`src/rtl/core/sct_pkg.sv`:
```
`default_nettype none

package sct_pkg;

    // Defaults for the top-level parameters.
    localparam int ENTRIES_DEF    = 64;
    localparam int COORD_BITS_DEF = 16;

    // Fixed field widths.
    localparam int VALUE_BITS   = 32;
    localparam int CFG_BITS     = 17;
    localparam int CFG_IDX_BITS = 2;
    localparam int STATUS_BITS  = 3;

    // Depth of the request queue between front and back.
    localparam int QUEUE_DEPTH = 2;

    // Configuration register indexes.
    localparam logic [CFG_IDX_BITS-1:0] REG_ROW_COUNT = 2'd0;
    localparam logic [CFG_IDX_BITS-1:0] REG_COL_COUNT = 2'd1;

    // Reset value of both size registers.
    localparam logic [CFG_BITS-1:0] SIZE_RESET = 17'h10000;

    typedef enum logic [1:0] {
        ACT_SET   = 2'd0,
        ACT_ERASE = 2'd1,
        ACT_READ  = 2'd2
    } t_action;

    typedef enum logic [STATUS_BITS-1:0] {
        ST_OK        = 3'd0,
        ST_BAD_COORD = 3'd1,
        ST_PRESENT   = 3'd2,
        ST_ABSENT    = 3'd3,
        ST_FULL      = 3'd4
    } t_status;

    // Classification that the front attaches to each queued item.
    typedef struct packed {
        t_action action;
        logic    bad;
    } t_ctl;

endpackage

`default_nettype wire

```
`src/rtl/core/sct_queue.sv`:
```
`default_nettype none

module sct_queue #(
    parameter int WIDTH = 8
) (
    input  wire logic             i_clk,
    input  wire logic             i_rst_n,
    input  wire logic             i_push,
    input  wire logic [WIDTH-1:0] i_data,
    output logic                  o_full,
    input  wire logic             i_pop,
    output logic                  o_valid,
    output logic      [WIDTH-1:0] o_data
);

    import sct_pkg::*;

    localparam int PTR_W = (QUEUE_DEPTH > 1) ? $clog2(QUEUE_DEPTH) : 1;
    localparam int CNT_W = $clog2(QUEUE_DEPTH + 1);

    logic [WIDTH-1:0] r_mem [QUEUE_DEPTH];
    logic [PTR_W-1:0] r_wr_ptr, n_wr_ptr;
    logic [PTR_W-1:0] r_rd_ptr, n_rd_ptr;
    logic [CNT_W-1:0] r_count, n_count;
    logic             push_ok, pop_ok;

    assign o_full  = (r_count == CNT_W'(QUEUE_DEPTH));
    assign o_valid = (r_count != '0);
    assign o_data  = r_mem[r_rd_ptr];
    assign push_ok = i_push && !o_full;
    assign pop_ok  = i_pop && o_valid;

    always_comb begin
        n_wr_ptr = r_wr_ptr;
        n_rd_ptr = r_rd_ptr;
        n_count  = r_count;
        if (push_ok) begin
            n_wr_ptr = (r_wr_ptr == PTR_W'(QUEUE_DEPTH - 1)) ? '0 : r_wr_ptr + PTR_W'(1);
        end
        if (pop_ok) begin
            n_rd_ptr = (r_rd_ptr == PTR_W'(QUEUE_DEPTH - 1)) ? '0 : r_rd_ptr + PTR_W'(1);
        end
        if (push_ok && !pop_ok) begin
            n_count = r_count + CNT_W'(1);
        end else if (pop_ok && !push_ok) begin
            n_count = r_count - CNT_W'(1);
        end
    end

    always_ff @(posedge i_clk) begin
        if (!i_rst_n) begin
            r_wr_ptr <= '0;
            r_rd_ptr <= '0;
            r_count  <= '0;
        end else begin
            r_wr_ptr <= n_wr_ptr;
            r_rd_ptr <= n_rd_ptr;
            r_count  <= n_count;
        end
    end

    always_ff @(posedge i_clk) begin
        if (push_ok) begin
            r_mem[r_wr_ptr] <= i_data;
        end
    end

endmodule

`default_nettype wire

```
`config.mk`:
```
export PLATFORM = sky130hd
export DESIGN_NAME = sct_queue
export DESIGN_NICKNAME = d
export VERILOG_FILES = /design/src/rtl/core/sct_pkg.sv /design/src/rtl/core/sct_queue.sv
export SDC_FILE = /design/constraint.sdc
export NUM_CORES = 1
export LEC_CHECK = 0
export BUFFER_PORTS_ARGS = -buffer_cell sky130_fd_sc_hd__clkbuf_2
export CELL_PAD_IN_SITES_DETAIL_PLACEMENT = 0
export CELL_PAD_IN_SITES_GLOBAL_PLACEMENT = 1
export CORE_UTILIZATION = 43
export DETAILED_ROUTE_END_ITERATION = 7
export PLACE_DENSITY = 0.87
export SETUP_SLACK_MARGIN = 0.05
export SLEW_MARGIN = 40
export SYNTH_ARGS = -nofsm -noshare
export SYNTH_HDL_FRONTEND = slang
export SYNTH_SLANG_ARGS = --single-unit
export TNS_END_PERCENT = 5
```
`constraint.sdc`:
```
create_clock -name i_clk -period 4.5 [get_ports i_clk]
set_input_delay 0.9 -clock i_clk [delete_from_list [all_inputs] [get_ports i_clk]]
set_output_delay 0.9 -clock i_clk [all_outputs]
set_load 0.02 [all_outputs]
```
# == Word level (Yosys, flattened, before mapping) ==
# Memory sizes are Yosys's and may differ from the RTL's. A register that Yosys moved wholly into a read port is not among the register bits.
# Cells that the tools add are included.
# op_classes
n_addsub,4
reduce_logical,9
n_mux,8
eq_ne,1
# op_table
cell,count
$mux W1,6
$logic_and A1 B1 Y1,4
$mux W2,2
$reduce_bool A2 Y1,2
$logic_not A1 Y1,3
$add A1 B1 Y1 const B,2
$add A2 B1 Y2 const B,1
$eq A2 B2 Y1 const B,1
$sub A2 B1 Y2 const B,1
# totals
mem_bits_rw,16
out_inout_bits,10
in_bits,12
memories,1
reg_bits,4
wordCells,26
# memory_table
name,words,width,rd,rd_clocked_by_memory_dff,wr,line_no,source
r_mem,2,8,1,1,1,sct_queue.sv:21,logic [WIDTH-1:0] r_mem [QUEUE_DEPTH];

# == Longest topological paths before layout ==
# Gate-level depths: netlist (run 1).
# logic_depth
ltp_word,7
mapped_depth,7
depth_no_buf,7

# == Least setup slack after synthesis (run 1) ==
# OpenSTA, ideal clock, no wires.
# synth_timing
path_type,input -> register
start,input port i_pop
end,register r_count[1]
path_buffers,0
setup_time_ns,0.070
required_time_ns,4.430
stages,4
path_slack_ns,2.602
arrival_time_ns,1.829
path_cell_list,o21ai_0 > ha_1 > or3_1 > a21oi_1
# synth_via
elab_chain_len,4
elab_cells_between_ends,6
classes_between,mux: 1; reduce/logical: 5
# synth_lines
element,line_no,source
"start, declared",sct_queue.sv:11,"input wire logic i_pop,"
$logic_and A1 B1 Y1 *,sct_queue.sv:31,assign pop_ok = i_pop && o_valid;
$logic_not A1 Y1,sct_queue.sv:43,if (push_ok && !pop_ok) begin
$logic_and A1 B1 Y1,sct_queue.sv:43,
$mux W2 or $reduce_bool A2 Y1 (tied branches),--,
"end signal, assigned",sct_queue.sv:58,r_count <= n_count;
"end, declared",sct_queue.sv:24,"logic [CNT_W-1:0] r_count, n_count;"
# Every way passes the cells marked *; elsewhere a longest branch is shown, timed or not.
# A chain may end at the register's enable or synchronous reset.

==> results_dict.tcl, run 1 <==
set metrics [dict create \
    p_sw_share_pct 34.0 \
    comb_power_share_pct 33.5 \
    slew_violations 0 \
    ir_drop_mv 0.280 \
    regArea_um2 581 \
    netlist_area_um2 806 \
    via_count 477 \
    avgSynthCellArea_um2 15.8 \
    dp_hpwl_um 920 \
    wl_per_cell_um 12.2 \
    place.gp.congestion 0.628 \
    area_growth_pct 20.0 \
    syn_inst 51 \
    clockBufferDepth 2 \
    ios 22 \
    fin_hold_ws_ns 0.548 \
    cp-start-kind "flop" \
    clkTransAtPathRegs_ns 0.12 \
    path_cells "mux2_2 -> clkbuf_2" \
    hold_violations 0 \
    cap_violations 0 \
    final.setup.tns_ns 0 \
    ys.warnings.count 0 \
    leakage_nw 0.395 \
    synth-seq-area-share_pct 72.0 \
    min_path_type "reg -> reg" \
    post-route-drc-count 0 \
    drt_wl_total_mm 1.22 \
    postCtsResizedCells 0 \
    critPathSlowestCell "dfxtp_1" \
    root_buffer "clkbuf_4" \
    clkLatencyLatePin_ns 0.30 \
    grt_max_degree 14 \
    fin_nets 89 \
    clock.fmax_mhz 438 \
    criticalPathCategory "reg -> out" \
    clkSinkCount 21 \
    synth_nets 64 \
    synth_cell_types 17 \
    core_area_um2 1750 \
    die_h_um 45.3 \
    crit_path_end_kind "output port" \
    multiInputGateArea_um2 209 \
    totalPowerFinal_mw 0.545 \
    status "complete, no violations" \
    cts_setup_buffers 0 \
    seq_power_share_pct 50.1 \
    die_w_um 45.3 \
    cp.required_ns 3.60 \
    finish.utilization_pct 55.4 \
    postCtsHoldBufs 0 \
    fp.dieArea_um2 2050 \
    slowest_delay_ns 0.55 \
    fin_crit_sh_pct 50.7 \
    cell_internal_pwr_mw 0.360 \
    skew_ns 0.00551 \
    finalSetupViolations 0 \
    ys_ff_latch 21 \
    final_cells 100 \
    cp_num_buf_inv 1 \
    io_buffers 21 \
    drive_above_1_share_pct 46.7 \
    critPathMaxFanout 8 \
    fin_crit_ns 2.28 \
    rsz0062_at_grt "no" \
    grt.total_usage_pct 13.6 \
    avgViaCountPerCell 4.77 \
    tightestPinTransition_ns 0.689 \
    num_rows 15 \
    power_switching_mw 0.186 \
    crit_family "flip-flops" \
    power_frac_clock_pct 16.5 \
    grt_antenna_before_repair 0 \
    cts_buffers 3 \
    dr.pass1.iters 2 \
    p_per_area_nw_per_um2 564 \
    grt_pass1_wl_mm 1.88 \
    antenna_left 0 \
    start_util_pct 46.2 \
    n_fill_cell 151 \
    dp_cells 96 \
    antennaDiodeCount 0 \
    drtIter0Drc 5 \
    crit_arrival_ns 1.38 \
    cts_tree "done" \
    grt-ovfl-total 0 \
    max_slew_margin_pct 53.8 \
    htree_levels 1 \
    grt_pass1_vias 477 \
]
-- power groups by stage --
stage          Combinational (mW)  Sequential, mW  Clock, mW
6_report                    0.182           0.273     0.0897
3_3_place_gp                0.178           0.276          0
5_1_grt                     0.200           0.278      0.100
3_5_place_dp                0.185           0.277          0
2_1_floorplan               0.145           0.263          0
4_1_cts                     0.185           0.274     0.0926
-- cells by family after synthesis --
family	Yosys count	synth area share, %
mux	8	11.2
buf+inv	4	2.02
fa+ha+maj	1	1.55
simple gates	9	6.21
compound gates	5	3.73
xor+xnor	3	3.26
flops	21	72.1
-- Yosys cell counts --
library cell | instances | area [µm²]
inv_1 | 3 | 11.3
o21ai_0 | 2 | 10.0
or3_1 | 1 | 6.26
mux2_2 | 8 | 90.1
a21boi_0 | 1 | 7.51
edfxtp_1 | 16 | 480
or2_2 | 1 | 6.26
o21a_1 | 1 | 7.51
dfxtp_1 | 5 | 100
nor3_2 | 1 | 10.0
and3_1 | 1 | 6.26
a21oi_1 | 1 | 5.00
xor2_1 | 3 | 26.3
buf_2 | 1 | 5.00
ha_1 | 1 | 12.5
nor2_1 | 4 | 15.0
nand2b_1 | 1 | 6.26
-- cells in the final DEF (no fill, tap or decap), types with 2 or more instances in the layout --
master,count
mux2_2,8
o21ai_0,2
clkbuf_2,21
xor2_1,3
clkbuf_4,3
dfxtp_1,5
inv_1,3
edfxtp_1,16
nor2_1,4
-- final cells by class --
type / count / share of cell area [%]
inverter: 3 / 1.16
sequential: 21 / 60.0
clock buffer: 3 / 2.33
clock inverter: 1 / 0.776
tap: 25 / 3.23
timing repair buffer: 21 / 10.9
multi-input combinational: 26 / 21.6
-- flip-flops by register name, summed over array words and instances, names as in the netlist, named ones only --
name,flops
r_wr_ptr,1
r_count,2
r_rd_ptr,1
r_mem,16
-- per-stage QoR --
step,area [µm²],setup slack (ns)
after floorplan,806,2.60
after global placement,937,2.49
after detailed placement,937,2.44
after CTS,967,2.19
after global routing,967,2.13
final,967,2.22
-- metal layers --
metal | global-route usage (%) | wire (µm) | up-vias
li1 | - | - | 233
met1 | 13.6 | 495 | 228
met2 | 24.1 | 646 | 14
met3 | 4.00 | 61 | 2
met4 | 9.09 | 12 | 0
met5 | 0 | 0 | -
-- worst reg2reg max path, cell delays in order (launching register included) --
cell and delay (ns):
dfxtp_1 0.42, nand2b_1 0.16, inv_1 0.08, nor2_1 0.10, ha_1 0.27, or3_1 0.38
a21oi_1 0.15
-- worst paths after layout --
| check | startpoint | slack [ns] | cells past startpoint | endpoint |
|---|---|---|---|---|
| setup / recovery | flop | 2.22 | 2 | o_data[0] |
| hold / removal | r_rd_ptr | 0.55 | 2 | r_rd_ptr |
| setup reg to reg | r_count[0] | 2.88 | 6 | r_count[1] |
| hold reg to reg | r_rd_ptr | 0.55 | 2 | r_rd_ptr |
No activity file was read; power rests on OpenSTA's default activity.
==> run 2: changes to the inputs <==
--- a/config.mk
+++ b/config.mk
@@ -8,9 +8,9 @@
 export BUFFER_PORTS_ARGS = -buffer_cell sky130_fd_sc_hd__clkbuf_2
 export CELL_PAD_IN_SITES_DETAIL_PLACEMENT = 0
 export CELL_PAD_IN_SITES_GLOBAL_PLACEMENT = 1
-export CORE_UTILIZATION = 43
+export CORE_UTILIZATION = 40
 export DETAILED_ROUTE_END_ITERATION = 7
-export PLACE_DENSITY = 0.87
+export PLACE_DENSITY = 0.82
 export SETUP_SLACK_MARGIN = 0.05
 export SLEW_MARGIN = 40
 export SYNTH_ARGS = -nofsm -noshare
==> constraint.sdc (replaced) <==
create_clock -name i_clk -period 2.1 [get_ports i_clk]
set_input_delay 0.42 -clock i_clk [delete_from_list [all_inputs] [get_ports i_clk]]
set_output_delay 0.42 -clock i_clk [all_outputs]
set_load 0.02 [all_outputs]
==> run 2 against run 1 <==
  * Cell count grew 1.0%
  * Core utilization down 1.5 points
  * Wire length decreased by 14%
  * Sequential share of layout area shrank 0.31 points
  * Die area increased by 7.1%
  * First-iteration DRC count is 140% higher
  * Clock skew fell by 0.0028 ns
  * Clock power grew 100%
  * Worst hold slack worse by 0.24 ns
  * Largest cell class unchanged
  * Largest power group unchanged
==> results_dict.tcl, run 2 (synthesized netlist as in run 1, its figures left out) <==
set metrics [dict create \
    power_frac_clock_pct 15.5 \
    grt_max_degree 13 \
    min_path_type "in -> reg" \
    root_buffer "clkbuf_4" \
    cts_tree "done" \
    avgViaCountPerCell 4.50 \
    clockBufferDepth 2 \
    fin_nets 90 \
    hold_violations 0 \
    crit_arrival_ns 1.39 \
    cts_buffers 3 \
    regArea_um2 581 \
    ir_drop_mv 0.592 \
    grt.total_usage_pct 10.4 \
    top_regs "r_mem: 16 flops, r_count: 2 flops" \
    seq_power_share_pct 50.4 \
    top_register "r_mem" \
    criticalPathCategory "reg -> out" \
    post_dp_cell_area_um2 945 \
    multiInputGateArea_um2 209 \
    power_switching_mw 0.378 \
    grt_antenna_before_repair 0 \
    place.gp.congestion 0.675 \
    dp_hpwl_um 760 \
    postCtsHoldBufs 0 \
    via_count 454 \
    fp.dieArea_um2 2200 \
    largest_reg_flops 16 \
    grt_pass1_vias 384 \
    antennaDiodeCount 0 \
    n_fill_cell 160 \
    cell_internal_pwr_mw 0.775 \
    p_sw_share_pct 32.8 \
    final.setup.tns_ns 0 \
    clkLatencyLatePin_ns 0.29 \
    start_util_pct 44.7 \
    p_per_area_nw_per_um2 1190 \
    antenna_left 0 \
    drt_wl_total_mm 1.05 \
    cts_setup_buffers 0 \
    grt-ovfl-total 0 \
    core_area_um2 1800 \
    grt_pass1_wl_mm 1.55 \
    layout_common_cells "clkbuf_2 (21), edfxtp_1 (16), mux2_2 (8), dfxtp_1 (5), nor2_1 (4)" \
    crit_path_end_kind "output port" \
    area_growth_pct 20.7 \
    critPathMaxFanout 8 \
    num_rows 15 \
    fin_crit_sh_pct 86.0 \
    drive_above_1_share_pct 47.4 \
    finalSetupViolations 0 \
    dr.pass1.iters 3 \
    ios 22 \
    clock.fmax_mhz 553 \
    die_h_um 46.9 \
    tightestPinTransition_ns 0.385 \
    die_w_um 46.9 \
    drtIter0Drc 12 \
    cp-start-kind "flop" \
    post-route-drc-count 0 \
    finalInstanceArea_um2 972 \
    fin_crit_ns 1.81 \
    comb_power_share_pct 34.1 \
    rsz0062_at_grt "no" \
    leakage_nw 0.403 \
    clkTransAtPathRegs_ns 0.10 \
    cap_violations 0 \
    clkSinkCount 21 \
    status "complete, no violations" \
    max_slew_margin_pct 74.3 \
    slew_violations 0 \
    final_common_cell "clkbuf_2" \
    postCtsResizedCells 0 \
    htree_levels 1 \
    io_buffers 21 \
    cp.required_ns 1.68 \
    skew_ns 0.00268 \
    wl_per_cell_um 10.3 \
]
run 2: area by class of cell:
cell class / count / area share [%]
Clock buffer: 3 / 2.32
Clock inverter: 1 / 0.515
Sequential cell: 21 / 59.7
Inverter: 3 / 1.16
Timing Repair Buffer: 22 / 11.6
Tap cell: 25 / 3.22
Multi-Input combinational cell: 26 / 21.5
run 2: critical path, stage by stage (launching register included):
cell	delay [ns]
dfxtp_1	0.55
mux2_2	0.39
clkbuf_2	0.16
run 2: metrics by stage:
stage          setup WS (ns)  std cells  util, %  power (mW)  hold WS (ns)
2_1_floorplan          0.506         51        -       0.875         0.472
6_report               0.293        101     54.0        1.15         0.309
5_1_grt                0.217        101     54.0        1.23         0.292
3_5_place_dp           0.515         97     52.4       0.988         0.496
3_3_place_gp           0.543         97     52.4       0.983         0.485
4_1_cts                0.263        101     54.0        1.17         0.299
run 2: path summary, 6_finish.rpt:
| check | depth (start not counted) | endpoint | slack (ns) | start |
|---|---|---|---|---|
| setup / recovery | 2 | o_data[3] | 0.29 | flop |
| hold / removal | 1 | r_mem[0][6] | 0.31 | i_data[6] |
| setup reg to reg | 6 | r_count[1] | 0.51 | r_count[0] |
| hold reg to reg | 2 | flop | 0.51 | r_rd_ptr |
run 2: layer usage:
layer	share of wire, %	global-route usage [%]
met3	5.7	4.62
met5	0	0
met4	0	3.43
met2	48	17.2
met1	46	12.2
run 2: power groups by stage:
stage          combinational [mW]  clock (mW)  sequential [mW]
2_1_floorplan               0.310           0            0.564
3_3_place_gp                0.393           0            0.590
3_5_place_dp                0.396           0            0.592
4_1_cts                     0.397       0.187            0.583
5_1_grt                     0.434       0.198            0.594
6_report                    0.393       0.179            0.581
