$ cat config.mk
export PLATFORM = sky130hd
export DESIGN_NAME = sct_front
export DESIGN_NICKNAME = d
export VERILOG_FILES = /design/src/rtl/core/sct_pkg.sv /design/src/rtl/core/sct_front.sv
export SDC_FILE = /design/constraint.sdc
export NUM_CORES = 1
export LEC_CHECK = 0
export BUFFER_PORTS_ARGS = -buffer_cell sky130_fd_sc_hd__clkbuf_2
export CAP_MARGIN = 20
export CORE_MARGIN = 1
export CORE_UTILIZATION = 47
export CTS_CLUSTER_DIAMETER = 150
export DETAILED_ROUTE_END_ITERATION = 8
export PLACE_DENSITY_LB_ADDON = 0.08
export SYNTH_ARGS = -nofsm -noshare
export SYNTH_HDL_FRONTEND = slang
export SYNTH_SLANG_ARGS = --single-unit
$ cat constraint.sdc
create_clock -name i_clk -period 3 [get_ports i_clk]
set_input_delay 0.6 -clock i_clk [delete_from_list [all_inputs] [get_ports i_clk]]
set_output_delay 0.6 -clock i_clk [all_outputs]
set_load 0.005 [all_outputs]
$ cat src/rtl/core/sct_pkg.sv
`default_nettype none

package sct_pkg;

    // Defaults for the top-level parameters.
    localparam int ENTRIES_DEF    = 64;
    localparam int COORD_BITS_DEF = 16;

    // Fixed field widths.
    localparam int VALUE_BITS   = 32;
    localparam int CFG_BITS     = 17;
    localparam int CFG_IDX_BITS = 2;
    localparam int STATUS_BITS  = 3;

    // Depth of the request queue between front and back.
    localparam int QUEUE_DEPTH = 2;

    // Configuration register indexes.
    localparam logic [CFG_IDX_BITS-1:0] REG_ROW_COUNT = 2'd0;
    localparam logic [CFG_IDX_BITS-1:0] REG_COL_COUNT = 2'd1;

    // Reset value of both size registers.
    localparam logic [CFG_BITS-1:0] SIZE_RESET = 17'h10000;

    typedef enum logic [1:0] {
        ACT_SET   = 2'd0,
        ACT_ERASE = 2'd1,
        ACT_READ  = 2'd2
    } t_action;

    typedef enum logic [STATUS_BITS-1:0] {
        ST_OK        = 3'd0,
        ST_BAD_COORD = 3'd1,
        ST_PRESENT   = 3'd2,
        ST_ABSENT    = 3'd3,
        ST_FULL      = 3'd4
    } t_status;

    // Classification that the front attaches to each queued item.
    typedef struct packed {
        t_action action;
        logic    bad;
    } t_ctl;

endpackage

`default_nettype wire

$ cat src/rtl/core/sct_front.sv
`default_nettype none

module sct_front #(
    parameter int COORD_BITS = 16
) (
    input  wire logic                                 i_clk,
    input  wire logic                                 i_rst_n,
    input  wire logic                                 i_cfg_we,
    input  wire logic [sct_pkg::CFG_IDX_BITS-1:0]     i_cfg_idx,
    input  wire logic [sct_pkg::CFG_BITS-1:0]         i_cfg_data,
    input  wire logic                                 i_valid,
    output logic                                      o_stall,
    input  wire logic [1:0]                           i_action,
    input  wire logic [COORD_BITS-1:0]                i_row_index,
    input  wire logic [COORD_BITS-1:0]                i_col_index,
    input  wire logic [sct_pkg::VALUE_BITS-1:0]       i_write_value,
    input  wire logic                                 i_q_full,
    output logic                                      o_q_push,
    output sct_pkg::t_ctl                             o_q_ctl,
    output logic      [COORD_BITS-1:0]                o_q_row,
    output logic      [COORD_BITS-1:0]                o_q_col,
    output logic      [sct_pkg::VALUE_BITS-1:0]       o_q_wval
);

    import sct_pkg::*;

    localparam int CMP_W = (COORD_BITS > CFG_BITS) ? COORD_BITS : CFG_BITS;

    logic [CFG_BITS-1:0] r_row_count;
    logic [CFG_BITS-1:0] r_col_count;
    logic                row_bad, col_bad;

    always_ff @(posedge i_clk) begin
        if (!i_rst_n) begin
            r_row_count <= SIZE_RESET;
            r_col_count <= SIZE_RESET;
        end else if (i_cfg_we) begin
            if (i_cfg_idx == REG_ROW_COUNT) begin
                r_row_count <= i_cfg_data;
            end else if (i_cfg_idx == REG_COL_COUNT) begin
                r_col_count <= i_cfg_data;
            end
        end
    end

    // A coordinate is valid only when strictly below the configured size.
    assign row_bad = (CMP_W'(i_row_index) >= CMP_W'(r_row_count));
    assign col_bad = (CMP_W'(i_col_index) >= CMP_W'(r_col_count));

    assign o_stall        = i_q_full;
    assign o_q_push       = i_valid && !i_q_full;
    assign o_q_ctl.action = t_action'(i_action);
    assign o_q_ctl.bad    = row_bad || col_bad;
    assign o_q_row        = i_row_index;
    assign o_q_col        = i_col_index;
    assign o_q_wval       = i_write_value;

endmodule

`default_nettype wire

# Yosys cells after proc, flatten, opt, wreduce, memory -nomap -nowiden
# Index checks and enable logic that the tools add are counted.
# totals
register_bits,34
inputBits,90
out_inout_bits,69
# op_classes
n_lt_le_gt_ge,2
n_eq_ne,1
bitwise_logic,1
reduce_logical,6
# ops
operator,n
greater-or-equal comparator 16 x 17 -> 1 bit,2
AND reduction 3 bit,1
"== test 2 x 1 -> 1 bit, second input constant",1
logical NOT 2 bit,1
AND reduction 2 bit,1
logical AND 1 bit,1
logical NOT 1 bit,1
logical OR 1 bit,1
inverter 1 bit,1

# Depth between registers and ports, before layout
# Gate-level depths: netlist of the first run.
# logic_depth
depth_word,3
mapped_depth,7
depth_no_buf,7

# Worst setup path after synthesis of the first run
# OpenSTA, ideal clock, no wires.
# synth_timing
path_kind,input to output
start,input i_col_index[2]
end,output o_q_ctl[0] (netlist bit)
path_buffers,0
path_stages,6
slack_ns,0.696
arrival_time_ns,1.704
path_cell_list,ha_1 > a21oi_1 > o21ai_0 > a211o_1 > a221oi_2 > o311ai_1
# synth_rtl
item,line_no,rtl
start: declaration,sct_front.sv:15,"input wire logic [COORD_BITS-1:0] i_col_index,"
end: declaration,sct_front.sv:19,"output sct_pkg::t_ctl o_q_ctl,"

==> results of run 1 <==
## kinds of logic after synthesis
kind of cell               count (synthesis)  synth area share
DFF                                       34            0.2618
AOI/OAI and AO/OA                         57            0.1540
and+or+nand+nor                           94            0.1641
adders and majority gates                 32            0.1540
buffers and inverters                    108            0.2661
## per-stage QoR
step                      std cells  area (µm²)  hold WS (ns)  worst slack (ns)
after floorplan                 325        2600        0.4351            0.6960
after global placement          409        2566        0.4429            0.2858
after detailed placement        409        2566        0.4468            0.2947
after CTS                       417        2658        0.4555            0.2889
after global routing            417        2658        0.4768            0.1983
final                           417        2658        0.4530            0.3059
## layout by cell type, fill, tap and decap left out, types with 2 or more instances in the layout
cell type | synthesis | layout
clkbuf_2 | 0 | 90
nand2_1 | 71 | 71
nand4b_1 | 2 | 2
a21boi_0 | 21 | 21
nor2b_1 | 3 | 3
a21o_1 | 5 | 5
dfxtp_1 | 34 | 34
nor2_1 | 2 | 2
nand4_1 | 3 | 3
ha_1 | 32 | 32
a21boi_1 | 11 | 11
a21oi_1 | 12 | 12
nand3_1 | 5 | 5
a211o_1 | 2 | 2
clkbuf_8 | 0 | 6
o21ai_0 | 3 | 3
inv_1 | 32 | 32
## worst max-delay path by stage
stage                             to  slack [ns]           start  cells after the start
after floorplan           o_q_ctl[0]        0.70  i_col_index[2]                      6
after global placement    o_q_ctl[0]        0.29  i_col_index[2]                      8
after detailed placement  o_q_ctl[0]        0.29  i_col_index[2]                      8
after CTS                 o_q_ctl[0]        0.29  i_col_index[2]                      8
after global routing      o_q_ctl[0]        0.20  i_col_index[0]                      9
final                     o_q_ctl[0]        0.31  i_col_index[2]                      8
## Yosys cell counts (2+ instances only)
library cell,instances
a211o_1,2
a21boi_0,21
a21boi_1,11
a21o_1,5
a21oi_1,12
buf_4,69
buf_6,2
clkbuf_1,3
dfxtp_1,34
ha_1,32
inv_1,32
nand2_1,71
nand3_1,5
nand4_1,3
nand4b_1,2
nor2_1,2
nor2b_1,3
o21ai_0,3
## per-layer routing
| metal | global-route usage | vias up | share of wire |
|---|---|---|---|
| met2 | 0.2892 | 71 | 0.44 |
| met3 | 0.04072 | 18 | 0.063 |
| met1 | 0.2225 | 842 | 0.47 |
| li1 | - | 1036 | - |
| met4 | 0.08077 | 0 | 0.021 |
| met5 | 0 | - | 0 |
## state kept, by name, summed over array words and instances (netlist names)
register / cells
r_col_count: 17
r_row_count: 17
## worst min-delay path, delay by kind of cell (launching register included)
| kind | cells | cell delay (ns) |
|---|---|---|
| simple gates | 1 | 0.05 |
| flops | 1 | 0.31 |
| compound gates | 1 | 0.05 |
## cell type report
class / instances / area, µm² / share of cell area
well taps: 70 / 87.58 / 0.03296
flip-flops and latches: 34 / 680.7 / 0.2561
multi-input cells: 183 / 1227 / 0.4619
repair buffers: 90 / 450.4 / 0.1695
inverters: 32 / 120.1 / 0.04520
clock buffers: 7 / 86.33 / 0.03249
clock inverters: 1 / 5.005 / 0.001883
## power groups by stage
stage	registers (mW)	logic, mW	clock network (mW)
after floorplan	0.483	0.174	0
after global placement	0.485	0.194	0
after detailed placement	0.485	0.196	0
after CTS	0.475	0.197	0.362
after global routing	0.477	0.223	0.384
final	0.474	0.192	0.353
==> impl_metrics.toml, run 1 <==
[run_status]
outcome = "complete, no violations"

[pwr]
p_seq_frac = 0.465
p_total_mw = 1.019
switching_power_uw = 272.2
clkPwrFrac = 0.346
p_leak_nw = 1.201
power_density_nw_per_um2 = 383.5
swShare = 0.2670
combPwrFrac = 0.188
vdd_ir_drop_max_v = 0.0001677
p_int_uw = 747.1

[hold_path]
holdCritPathClass = "reg -> reg"
hold_depth = 2
min_to = "r_row_count[13]$_SDFFE_PN0P_"
holdCritStartpoint = "r_row_count[13]$_SDFFE_PN0P_"

[sta]
fin_crit_sh = 0.8980
final.setup.tns_ns = 0
fin_crit_ns = 2.694
worstMarginPinSlew_ns = 0.7492
grt_setup_unrepaired = "no"
setup_violations = 0
max_freq_ghz = 0.3712
slew_headroom = 0.5000
fin_worst_skew_ns = 0
slew_violations = 0
finalHoldViolations = 0

[route]
firstDrtPassIters = 4
avgViaCountPerCell = 4.717
drt_iter0_drc = 79
vias = 1967
route.detailed.drc = 0
drt_wl_total_um = 4919
ant_nets = 0
wl_per_cell_um = 11.80

[floorplanning]
die_area_um2 = 5833
die_h_um = 76.38
start_util = 0.4995
io_pins = 159
core_region_area_um2 = 5205
die_w_um = 76.38
rows = 26

[cts]
post_cts_buffers = 0
hold_buffers = 0
htree_levels = 2
root_buffer = "clkbuf_8"
clock_path_buffers = 2
cts_sinks = 34
path_clk_slew_ns = 0.06
cts_buffers = 5
cts_tree = "built"
clkLatencyLatePin_ns = 0.29
cts_resized = 0

[setup_path]
endpoint_kind = "primary output"
cp.required_ns = 2.40
arrival_ns = 2.09
cp_slowest_stage_delay_ns = 0.32
slowest_stage = "a211o_1"
worstSetupStartpointType = "primary input"
crit_buf_inv = 2
reg2reg_depth = 2
crit_type = "in -> out"
r2r_slack_ns = 2.35
reg2reg_from = "r_col_count[0]$_SDFFE_PN0P_"
cp_top_family = "compound AO/OA/AOI/OAI gates"
r2r_end = "r_col_count[0]$_SDFFE_PN0P_"
crit_path_frequent_cell = "clkbuf_2"
crit_chain = "clkbuf_2, ha_1, a21oi_1, o21ai_0, a211o_1, a221oi_2, o311ai_1, clkbuf_2"
crit_fanout = 2

[synthesis]
async_flop_share = 0
syn_nets = 447
ys_seq_area_frac = 0.2618
netlist_area_um2 = 2600
synth_top_cell_area_share = 0.2618
yosysUniqueCellTypes = 31
ys.flop_type = "dfxtp_1"
syn_inst = 325
synth_edf_count = 0
synth.avg_cell_area_um2 = 8.000
synth-seq-cells = 34
synth_top_cell_by_area = "dfxtp_1"
ys_warn_count = 0
synth.area.top_cells = "dfxtp_1, buf_4, ha_1"

[global_routing]
overflow = 0
antenna_found_initial = 0
grt_pass1_wl_um = 8217
grt_max_degree = 35
grt_use_total = 0.1778
grt_pass1_vias = 1799

[layout]
area_growth_pct = 2.214
fin_util = 0.5106
nFillCells = 558
drive_gt1_frac = 0.2939
nets = 468
antennaDiodeCount = 0

[flow_run]
timing.max_cap.violations = 0

[placed_design]
dp_hpwl_um = 3892
place_congestion = 0.7275
portBuffers = 90
Power figures use the tool's default switching activity.
==> inputs of run 2 (changes only) <==
--- a/config.mk
+++ b/config.mk
@@ -8,7 +8,7 @@
 export BUFFER_PORTS_ARGS = -buffer_cell sky130_fd_sc_hd__clkbuf_2
 export CAP_MARGIN = 20
 export CORE_MARGIN = 1
-export CORE_UTILIZATION = 47
+export CORE_UTILIZATION = 45
 export CTS_CLUSTER_DIAMETER = 150
 export DETAILED_ROUTE_END_ITERATION = 8
 export PLACE_DENSITY_LB_ADDON = 0.08
==> impl_metrics.toml, run 2 (synthesized netlist as in run 1, its figures left out) <==
[route]
vias = 1997
firstDrtPassIters = 4
drt_wl_total_um = 5042
wl_per_cell_um = 12.06
ant_nets = 0
route.detailed.drc = 0
avgViaCountPerCell = 4.778
drt_iter0_drc = 70

[global_routing]
grt_use_total = 0.1715
grt_pass1_wl_um = 8176
grt_pass1_vias = 1850
overflow = 0
antenna_found_initial = 0
grt_max_degree = 35

[floorplanning]
rows = 27
core_region_area_um2 = 5540
die_area_um2 = 6086
die_h_um = 78.01
start_util = 0.4693
die_w_um = 78.01
io_pins = 159

[setup_path]
slowest_stage = "a211o_1"
crit_buf_inv = 2
reg2reg_from = "r_row_count[1]$_SDFFE_PN0P_"
reg2reg_depth = 2
arrival_ns = 2.09
cp_slowest_stage_delay_ns = 0.32
worstSetupStartpointType = "primary input"
r2r_slack_ns = 2.32
crit_type = "in -> out"
r2r_end = "r_row_count[1]$_SDFFE_PN0P_"
crit_chain = "clkbuf_2, ha_1, a21oi_1, o21ai_0, a211o_1, a221oi_2, o311ai_1, clkbuf_2"
crit_fanout = 2
cp_top_family = "compound AO/OA/AOI/OAI gates"
cp.required_ns = 2.40
crit_path_frequent_cell = "clkbuf_2"
endpoint_kind = "primary output"

[placed_design]
dp_hpwl_um = 4151
dp_cells = 411
portBuffers = 90
dpl-instance-area_um2 = 2569
place_congestion = 0.7787

[sta]
max_freq_ghz = 0.3722
final.setup.tns_ns = 0
slew_headroom = 0.5810
fin_worst_skew_ns = 0
worstMarginPinSlew_ns = 0.6279
setup_violations = 0
fin_crit_ns = 2.687
finalHoldViolations = 0
fin_crit_sh = 0.8955
holdWs_ns = 0.4554
grt_setup_unrepaired = "no"
slew_violations = 0

[cts]
post_cts_buffers = 0
cts_resized = 0
cts_tree = "built"
htree_levels = 2
root_buffer = "clkbuf_8"
hold_buffers = 0
clock_path_buffers = 2
cts_buffers = 5
path_clk_slew_ns = 0.06
cts_sinks = 34
clkLatencyLatePin_ns = 0.29

[layout]
fin_cells = 418
nFillCells = 603
nets = 468
most-common-layout-cells = "clkbuf_2, nand2_1, dfxtp_1"
area_growth_pct = 1.733
mostFrequentLayoutCell = "clkbuf_2"
drive_gt1_frac = 0.2890
reg_top3 = "r_col_count (17), r_row_count (17)"
fin_util = 0.4774
design_area_um2 = 2645
antennaDiodeCount = 0

[pwr]
vdd_ir_drop_max_v = 0.0001643
p_int_uw = 721.9
switching_power_uw = 256.3
swShare = 0.2620
p_seq_frac = 0.486
power_density_nw_per_um2 = 369.8
combPwrFrac = 0.195
clkPwrFrac = 0.319
p_leak_nw = 1.191

[hold_path]
hold_depth = 2
holdCritPathClass = "reg -> reg"
min_to = "r_row_count[10]$_SDFFE_PN0P_"
holdCritStartpoint = "r_row_count[10]$_SDFFE_PN0P_"

[run_status]
outcome = "complete, no violations"

[flow_run]
timing.max_cap.violations = 0
==> run 2: changes by cell type in the layout (fill, tap and decap cells not counted) <==
cell,change
clkbuf_8,-1
clkinv_2,-1
clkbuf_1,+1
==> run 2: worst max-delay path by stage <==
stage	slack, ns	cells past startpoint	from	end
6_report	0.31	8	i_col_index[2]	o_q_ctl[0]
5_1_grt	0.21	8	i_col_index[2]	o_q_ctl[0]
4_1_cts	0.28	8	i_col_index[2]	o_q_ctl[0]
3_5_place_dp	0.28	9	i_col_index[0]	o_q_ctl[0]
3_3_place_gp	0.29	8	i_col_index[2]	o_q_ctl[0]
2_1_floorplan	0.70	6	i_col_index[2]	o_q_ctl[0]
==> run 2: through the flow <==
step / setup WS [ns] / power (mW)
after CTS: 0.2811 / 0.9939
after global routing: 0.2083 / 1.041
after global placement: 0.2852 / 0.6767
final: 0.3134 / 0.9782
after floorplan: 0.6960 / 0.6564
after detailed placement: 0.2843 / 0.6799
==> run 2: cell type report <==
class | count | area [µm²] | area share
repair buffers | 90 | 450.4 | 0.1703
flip-flops and latches | 34 | 680.7 | 0.2573
inverters | 32 | 120.1 | 0.04541
well taps | 72 | 90.09 | 0.03406
multi-input cells | 183 | 1227 | 0.4640
clock buffers | 7 | 76.32 | 0.02886
==> run 2: power groups by stage <==
stage	Combinational, mW	Sequential, mW	Clock [mW]
floorplan	0.174	0.483	0
global placement	0.192	0.485	0
detailed placement	0.194	0.486	0
CTS	0.195	0.476	0.323
global route	0.220	0.477	0.344
finish	0.191	0.475	0.312
==> run 2: worst reg2reg max path: stages, from the launching register on <==
cell,delay (ns)
dfxtp_1,0.35
nand2_1,0.06
a21boi_0,0.20
==> run 2: routing by layer <==
| layer | GRT usage | vias up | wire (µm) |
|---|---|---|---|
| met5 | 0 | - | 0 |
| met4 | 0.07037 | 0 | 111 |
| met3 | 0.04302 | 12 | 341 |
| met2 | 0.2770 | 83 | 2269 |
| met1 | 0.2179 | 861 | 2319 |
| li1 | - | 1041 | - |
==> inputs of run 3 (changes only) <==
--- a/config.mk
+++ b/config.mk
@@ -5,13 +5,15 @@
 export SDC_FILE = /design/constraint.sdc
 export NUM_CORES = 1
 export LEC_CHECK = 0
+export ABC_AREA = 1
 export BUFFER_PORTS_ARGS = -buffer_cell sky130_fd_sc_hd__clkbuf_2
 export CAP_MARGIN = 20
 export CORE_MARGIN = 1
-export CORE_UTILIZATION = 45
+export CORE_UTILIZATION = 47
 export CTS_CLUSTER_DIAMETER = 150
 export DETAILED_ROUTE_END_ITERATION = 8
 export PLACE_DENSITY_LB_ADDON = 0.08
+export SETUP_SLACK_MARGIN = 0.5
 export SYNTH_ARGS = -nofsm -noshare
 export SYNTH_HDL_FRONTEND = slang
 export SYNTH_SLANG_ARGS = --single-unit
==> impl_metrics.toml, run 3 <==
[layout]
antennaDiodeCount = 0
nFillCells = 562
reg_top3 = "r_col_count (17), r_row_count (17)"
mostFrequentLayoutCell = "clkbuf_2"
most-common-layout-cells = "clkbuf_2, inv_1, nand2_1"
area_growth_pct = 2.233
nets = 494
fin_cells = 442
design_area_um2 = 2635
drive_gt1_frac = 0.2823
fin_util = 0.5063

[route]
met2_length_um = 2139
drt_wl_total_um = 4601
vias = 2017
route.detailed.drc = 0
wl_per_cell_um = 10.41
drt_iter0_drc = 50
top_layer = "met4"
dr_wl_met3_um = 313
avgViaCountPerCell = 4.563
ant_nets = 0
firstDrtPassIters = 4
wl_met1_um = 2076

[run_status]
outcome = "complete, no violations"

[sta]
final.setup.worst_slack_ns = 0.6451
fin_worst_skew_ns = 0
holdWs_ns = 0.4575
grt_setup_unrepaired = "no"
fin_crit_sh = 0.7850
fin_crit_ns = 2.355
final.setup.tns_ns = 0
worstMarginPinSlew_ns = 0.5743
setup_violations = 0
max_freq_ghz = 0.4247
slew_violations = 0
finalHoldViolations = 0
slew_headroom = 0.6171

[synthesis]
synth_top_cell_by_area = "dfxtp_1"
ys_seq_area_frac = 0.2641
ys.flop_type = "dfxtp_1"
netlist_area_um2 = 2577
ys_warn_count = 0
synth_top_cell_area_share = 0.2641
yosysMostFrequentCell = "buf_4"
yosysUniqueCellTypes = 20
synth-seq-cells = 34
synth.area.top_cells = "dfxtp_1, buf_4, ha_1"
synth.avg_cell_area_um2 = 7.343
async_flop_share = 0
syn_nets = 473
synth_commonest_cells = "buf_4, inv_1, nand2_1"
syn_inst = 351
synth_edf_count = 0

[hold_path]
holdCritStartpoint = "r_col_count[13]$_SDFFE_PN0P_"
holdCritPathClass = "reg -> reg"
min_to = "r_col_count[13]$_SDFFE_PN0P_"
hold_depth = 2

[cts]
cts_tree = "built"
htree_levels = 2
cts_sinks = 34
root_buffer = "clkbuf_8"
cts_buffers = 5
post_cts_buffers = 0
clkLatencyLatePin_ns = 0.28
path_clk_slew_ns = 0.07
clock_path_buffers = 2

[floorplanning]
rows = 26
io_pins = 159
start_util = 0.4952
die_w_um = 76.06
core_region_area_um2 = 5205
die_area_um2 = 5784
die_h_um = 76.06

[setup_path]
r2r_slack_ns = 2.36
reg2reg_depth = 2
crit_type = "in -> out"
r2r_end = "r_row_count[16]$_SDFFE_PN1P_"
cp_top_family = "simple AND/OR/NAND/NOR gates"
cp_slowest_stage_delay_ns = 0.30
reg2reg_from = "r_row_count[16]$_SDFFE_PN1P_"
arrival_ns = 1.75
worstSetupStartpointType = "primary input"
slowest_stage = "ha_1"
crit_chain = "clkbuf_2, ha_1, nand2_1, inv_1, o21ai_0, nand4_1, nor2_1, nand3_2, clkbuf_2"
crit_fanout = 2
crit_buf_inv = 3
crit_path_frequent_cell = "clkbuf_2"
cp.required_ns = 2.40
endpoint_kind = "primary output"

[global_routing]
grt_pass1_vias = 1646
grt_pass1_wl_um = 7245
antenna_found_initial = 0
overflow = 0
grt_max_degree = 35
grt_use_total = 0.1598

[pwr]
swShare = 0.2789
switching_power_uw = 284.7
p_seq_frac = 0.471
vdd_ir_drop_max_v = 0.0002093
p_leak_nw = 1.365
p_int_uw = 736.2
clkPwrFrac = 0.309
power_density_nw_per_um2 = 387.4
combPwrFrac = 0.220
p_total_mw = 1.021

[flow_run]
timing.max_cap.violations = 0

[placed_design]
dpl-instance-area_um2 = 2549
portBuffers = 90
dp_cells = 435
dp_hpwl_um = 3700
place_congestion = 0.7513
pre_cts_slack_ns = 0.6135
[run 3: cell types whose count changed after synthesis, sizes merged, moves of 2 or more]
cell,delta
o21ai,+33
a21boi,-32
a21oi,+25
nand2,-25
inv,+24
nor2,+19
a21o,-3
buf,+3
clkbuf,-3
nor2b,-3
a211o,-2
nand4b,-2
[run 3: metal layers]
metal	global-route usage	vias up
met1	0.1909	839
met4	0.05769	0
met5	0	-
li1	-	1098
met2	0.2755	66
met3	0.04192	14
[run 3: cells by family (layout without fill, tap and decap cells)]
kind of cell,after synthesis,count (layout),synth area share
DFF,34,34,0.2641
adders and majority gates,32,32,0.1553
and+or+nand+nor,77,77,0.1243
buffers and inverters,132,153,0.3015
AOI/OAI and AO/OA,76,76,0.1549
[run 3: area by class of cell]
cell class	count	area, µm²	share of cell area
Multi-Input combinational cell	185	1130	0.4288
Sequential cell	34	680.7	0.2583
Timing Repair Buffer	90	450.4	0.1709
Inverter	56	210.2	0.07977
Tap cell	70	87.58	0.03324
Clock buffer	7	76.32	0.02896
[run 3: power by group through the flow]
stage	registers, mW	clock network (mW)	logic [mW]
after floorplan	0.490	0	0.201
after global placement	0.491	0	0.223
after detailed placement	0.491	0	0.226
after CTS	0.481	0.328	0.228
after global routing	0.483	0.344	0.262
final	0.481	0.316	0.224
[run 3: what timing repair did]
item | in CTS | in global routing
hold endpoints to repair | 0 | 0
hold buffers | 0 | 0
setup endpoints to repair | 0 | 1
gates resized for setup | 0 | 2
[run 3: worst min-delay path: stages (launching register included)]
cell     delay, ns
dfxtp_1       0.30
inv_1         0.06
a21oi_1       0.05
[run 3: worst max-delay path by stage]
| stage | cells past startpoint | slack, ns | to | startpoint |
|---|---|---|---|---|
| detailed placement | 9 | 0.61 | o_q_ctl[0] | i_row_index[14] |
| global route | 10 | 0.51 | o_q_ctl[0] | i_row_index[8] |
| finish | 9 | 0.65 | o_q_ctl[0] | i_row_index[14] |
| floorplan | 9 | 0.97 | o_q_ctl[0] | i_col_index[8] |
| global placement | 9 | 0.63 | o_q_ctl[0] | i_row_index[14] |
| CTS | 9 | 0.61 | o_q_ctl[0] | i_row_index[14] |
